==> src/rtl/core/ptst_pkg.sv <==
// shared types and constants for the point step towards target block
package ptst_pkg;

  // coordinate and intermediate widths
  localparam int COORD_W = 32;
  localparam int DIFF_W  = COORD_W + 1;
  localparam int ROOT_W  = 34;
  localparam int S_W     = 2 * ROOT_W;
  localparam int REM_W   = ROOT_W + 4;
  localparam int N_W     = 2 * COORD_W;
  localparam int Q_W     = COORD_W;
  localparam int DREM_W  = ROOT_W + 1;

  typedef struct packed {
    logic signed [COORD_W-1:0] start_x;
    logic signed [COORD_W-1:0] start_y;
    logic signed [COORD_W-1:0] start_z;
    logic signed [COORD_W-1:0] goal_x;
    logic signed [COORD_W-1:0] goal_y;
    logic signed [COORD_W-1:0] goal_z;
    logic signed [COORD_W-1:0] max_step;
  } ptst_in_t;

  typedef struct packed {
    logic signed [COORD_W-1:0] next_x;
    logic signed [COORD_W-1:0] next_y;
    logic signed [COORD_W-1:0] next_z;
    logic                      reached;
    logic                      clipped;
  } ptst_out_t;

endpackage

==> src/rtl/core/ptst_sqrt.sv <==
// pipelined floor square root, one root bit per stage
module ptst_sqrt (
  input  logic                        clk,
  input  logic                        en,
  input  logic [ptst_pkg::S_W-1:0]    rad_in,
  output logic [ptst_pkg::ROOT_W-1:0] root
);
  import ptst_pkg::*;

  logic [S_W-1:0]    rad_q  [1:ROOT_W];
  logic [REM_W-1:0]  rem_q  [1:ROOT_W];
  logic [ROOT_W-1:0] root_q [1:ROOT_W];

  for (genvar k = 0; k < ROOT_W; k++) begin : g_stage
    logic [S_W-1:0]    rad_c;
    logic [REM_W-1:0]  rem_c;
    logic [REM_W-1:0]  cand;
    logic [REM_W-1:0]  trial;
    logic [ROOT_W-1:0] root_c;
    logic              take;

    if (k == 0) begin : g_first
      assign rad_c  = rad_in;
      assign rem_c  = '0;
      assign root_c = '0;
    end else begin : g_rest
      assign rad_c  = rad_q[k];
      assign rem_c  = rem_q[k];
      assign root_c = root_q[k];
    end

    // bring down the next bit pair and try the next root bit
    assign cand  = {rem_c[REM_W-3:0], rad_c[S_W-1 -: 2]};
    assign trial = {{(REM_W-ROOT_W-2){1'b0}}, root_c, 2'b01};
    assign take  = (cand >= trial);

    always_ff @(posedge clk) begin
      if (en) begin
        rad_q[k+1]  <= rad_c << 2;
        rem_q[k+1]  <= take ? (cand - trial) : cand;
        root_q[k+1] <= {root_c[ROOT_W-2:0], take};
      end
    end
  end

  assign root = root_q[ROOT_W];

endmodule

==> config.mk <==
export PLATFORM = sky130hd
export DESIGN_NAME = ptst_sqrt
export DESIGN_NICKNAME = d
export VERILOG_FILES = /design/src/rtl/core/ptst_pkg.sv /design/src/rtl/core/ptst_sqrt.sv
export SDC_FILE = /design/constraint.sdc
export NUM_CORES = 2
export LEC_CHECK = 0
export BUFFER_PORTS_ARGS = -buffer_cell sky130_fd_sc_hd__buf_2
export CORE_UTILIZATION = 50
export CTS_CLUSTER_DIAMETER = 30
export CTS_CLUSTER_SIZE = 14
export DETAILED_ROUTE_END_ITERATION = 12
export PLACE_DENSITY = 0.64
export SYNTH_ARGS = -nofsm -noshare
export SYNTH_HDL_FRONTEND = slang
export SYNTH_MEMORY_MAX_BITS = 65536
export SYNTH_SLANG_ARGS = --single-unit
==> constraint.sdc <==
create_clock -name clk -period 4.3 [get_ports clk]
set_input_delay 1.29 -clock clk [delete_from_list [all_inputs] [get_ports clk]]
set_output_delay 1.29 -clock clk [all_outputs]
set_load 0.02 [all_outputs]
# Word-level counts from Yosys, hierarchy flattened
# Memory sizes are Yosys's and may differ from the RTL's.
# Cells that the tools add are included.
[classes]
order_cmp = 34
n_addsub = 34
n_mux = 36
[op_table]
columns = ["operator", "n"]
rows = [
  ["38-bit two-way mux", 34],
  ["38-bit by 36-bit greater-or-equal comparator with 1-bit output", 33],
  ["38-bit by 36-bit subtractor with 38-bit output", 33],
  ["2-bit by 1-bit subtractor with 3-bit output, second input constant", 1],
  ["2-bit by 1-bit greater-or-equal comparator with 1-bit output, second input constant", 1],
  ["1-bit two-way mux", 2],
]
[word_totals]
ramBits = 4692
n_memories = 3
reg_bits = 0
output_inout_bits = 34
[memory_table]
columns = ["memory", "words", "width", "read_ports", "rd_ports_with_merged_regs", "wr", "line_no", "source"]
rows = [
  ["rad_q", 34, 66, 33, 0, 34, "ptst_sqrt.sv:10", "logic [S_W-1:0] rad_q [1:ROOT_W];"],
  ["rem_q", 34, 38, 33, 0, 34, "ptst_sqrt.sv:11", "logic [REM_W-1:0] rem_q [1:ROOT_W];"],
  ["root_q", 34, 34, 34, 0, 34, "ptst_sqrt.sv:12", "logic [ROOT_W-1:0] root_q [1:ROOT_W];"],
]

# Depth between registers and ports, before layout
# An unclocked memory read counts as a cell.
[logic_depth]
ltp_word = 3
mapped_depth = 16
mapped_depth_nobuf = 13

# Worst setup path after synthesis
# OpenSTA, ideal clock, no wires.
[synth_path]
kind = "reg-to-reg"
startpoint = "reg, netlist name rem_q[7][56]"
endpoint = "reg, netlist name rem_q[8][12]"
synth_period_minus_slack_ns = 3.382
required_ns = 4.038
path_slack_ns = 0.918
setup_time_ns = 0.262
t_arrival_ns = 3.120
n_path_buf = 2
path_stages_with_launch = 11
cell_sequence = "edfxtp_1 -> or4_4 -> or4_1 -> buf_2 -> or3_1 -> or3_4 -> nor4_2 -> and3_1 -> o21ai_2 -> buf_6 -> mux2_1"

==> metrics <==
setup violators final=0; Final Power=98,020 uW; number of synthesized flops with an enable pin=2,852; Post-layout nets=11,703; Std-Cell Core Area=265,100 um2; violated checks=design-rule violations; Comb pwr share=16.6%; Seq cells post-synth=2,852; share of the synthesized area in the top cell type=64.27%; TritonCTS Sinks=2,852; outcome=complete, but fails checks; total CTS buffers=559; largest net degree at the start of global routing=123; post-CTS resize count=0; top post-synthesis cells by area=edfxtp_1 (64%), ha_1 (5.9%), xor2_1 (3.2%), xnor2_1 (3.0%), a21oi_1 (2.5%); slew at the pin closest to its max-slew limit=1.077 ns; Mapped Area=133,300 um2; final setup TNS=0 ns; worst endpoint required time=5.00 ns; number of distinct library cells after synthesis=93; vias in the first global route=82,840; final hold vios=0; FFs w/ async S/R, synth=0%; FP Rows=189; Ys Warns=0; Crit Path Category=reg -> reg; clock skew=0.06510 ns; synthesized net count=11,068; Die Span X=518.2 um; CP arrival=4.65 ns; DIE AREA=268,600 um2; synthesis-to-layout area growth=19.12%; I/O pin count=104; Root Buffer=clkbuf_16; DR vias/cell=5.503; DRC viols=8; Detailed Route WL=290.1 mm; Critical Path End Type=flip-flop; ANT nets after route=0; RSZ-0062 raised after global routing=no; Flop pwr share=38.5%; Worst slew margin=28.04%; wire per inst=19.34 um; routability cong.=0.9177; MaxCap Viol Count=0; Synth Flop Type=edfxtp_1; design area=158,700 um2; CTS max path bufs=4; Syn Area/Cell=12.85 um2; GRT Overall Usage=21.34%; Cells after Synth=10,366; clock power share=44.9%; Initial Util=50.27%; Die H=518.2 um; Placed Area=139,200 um2; Clock transition at path regs=0.05 ns; CTS H-tree lvls=6; ratio of cells with drive above 1 in the final layout=11.83%; Leak Pwr=0.06189 uW; grt total ovfl=0; Peak VDD IR=462.1 uV; Int Pwr=71,210 uW; Tcrit/Tclk final=91.82%; first-pass GRT wire length=455.7 mm; worst min path class=reg -> reg; switch share=27.35%; Psw=26,800 uW; crit start category=flip-flop; Slew Limit Fails=0; cts hold-fix bufs=0; latest clock arrival within the worst-skew pair=0.99 ns; fmax=253.3 MHz; initial antenna violation count=2; min Tclk post-route=3.948 ns; Detailed Place HPWL=208.2 mm; CTS tree=yes; post-CTS setup buffer count=0; Buffers on Ports=103; critical path fanouts, max=6; DR vias=82,539; register area share after synthesis=64.27%; Yosys top cell by area=edfxtp_1; drt pass-1 iters=10; Iter 0 DRT Violations=5,767; PD cells=617.5 nW/um2
critical path, stage by stage, from the launching register on:
cell and delay (ns):
edfxtp_1 0.53, inv_1 0.09, ha_1 0.43, o2111ai_1 0.19, nand3_1 0.10, o21ai_0 0.17
o31ai_1 0.59, a21oi_1 0.26, o41a_1 0.51, a221oi_1 0.49, nand3_1 0.16, xnor2_1 0.16
area by class of cell:
class	instances	area, um2
fill	20543	106400
sequential	2852	85640
multi-input combinational	6518	43890
clock buffer	633	14520
clock inverter	390	4986
tap	3533	4420
inverter	793	2977
timing repair buffer	277	2287
antenna	2	5.005
layout by cell type (no fill, tap or decap), drive strengths merged, types with 289 or more instances in the layout:
cell type  synthesis  routed
nor2             667     667
nand2            705     705
inv              793     864
a21o             294     294
o21ai            530     530
a21oi            663     663
xor2             492     492
clkbuf           161     633
ha               632     632
edfxtp          2852    2852
nor3             289     289
xnor2            461     461
power groups by stage:
stage | clock network (uW) | registers, uW | logic [uW]
floorplan | 0 | 37000 | 11900
global route | 46200 | 38100 | 18100
CTS | 44900 | 37800 | 16300
global placement | 0 | 38200 | 15900
finish | 44000 | 37700 | 16300
detailed placement | 0 | 38200 | 16100
routing by layer:
layer  track usage (%)  routed length [um]  up-vias
met4             8.238                9756        0
met3             3.064               12850      614
met5                 0                   0        -
li1                  -                   -    39885
met1             27.29              124100    39974
met2             36.67              143400     2066
path summary, 6_finish.rpt:
kind	from	end	slack [ns]	cells after the start
worst max-delay path	root_q[22][3]	rem_q[11][67]	0.35	11
worst min-delay path	rad_q[12][31]	rad_q[13][33]	0.38	0
worst max register to register	root_q[22][3]	rem_q[11][67]	0.35	11
worst min register to register	rad_q[12][31]	rad_q[13][33]	0.38	0
cell usage after synthesis (46+ instances only):
master    count
nand3_1     174
nand2_1     705
nor3_1      287
nor2b_1      89
nand4_1     102
nor4_1      132
or2_2        46
edfxtp_1   2852
o21bai_1     52
a21oi_1     663
mux2_2       71
a21o_1      294
nand2b_1    130
nor2_1      667
xor2_1      492
or4_1        57
or3_1       134
and3_1       65
clkbuf_1    161
a211oi_1     49
xnor2_1     461
ha_1        632
inv_1       788
a31oi_1      56
o21a_1      111
o21ai_0     525
o31ai_1      72
state kept, by name, summed over array words and instances (netlist names):
register / count
rad_q: 1122
root_q: 595
rem_q: 1135
stage by stage:
step | util (%) | hold WS (ns) | setup slack, ns | cells
CTS | 59.87 | 0.3789 | 0.3310 | 14996
global route | 59.88 | 0.3898 | 0.06456 | 14998
floorplan | - | 0.4003 | 0.9179 | 10366
finish | 59.88 | 0.3807 | 0.3517 | 14998
detailed placement | 52.51 | 0.4045 | 0.3953 | 13973
global placement | 52.51 | 0.4002 | 0.4943 | 13973
kinds of logic (layout without fill, tap and decap cells):
group | Yosys count | in the layout | synth area share, %
flip-flops | 2852 | 2852 | 64.27
AO/OA/AOI/OAI | 2079 | 2079 | 9.680
adder cells (fa/ha/maj) | 632 | 632 | 5.934
AND/OR/NAND/NOR | 2769 | 2769 | 10.31
other | 1 | 3 | 0.002814
XOR/XNOR | 953 | 953 | 6.264
buffers and inverters | 996 | 2093 | 2.840
multiplexers | 84 | 84 | 0.7014
Power figures use the tool's default switching activity.
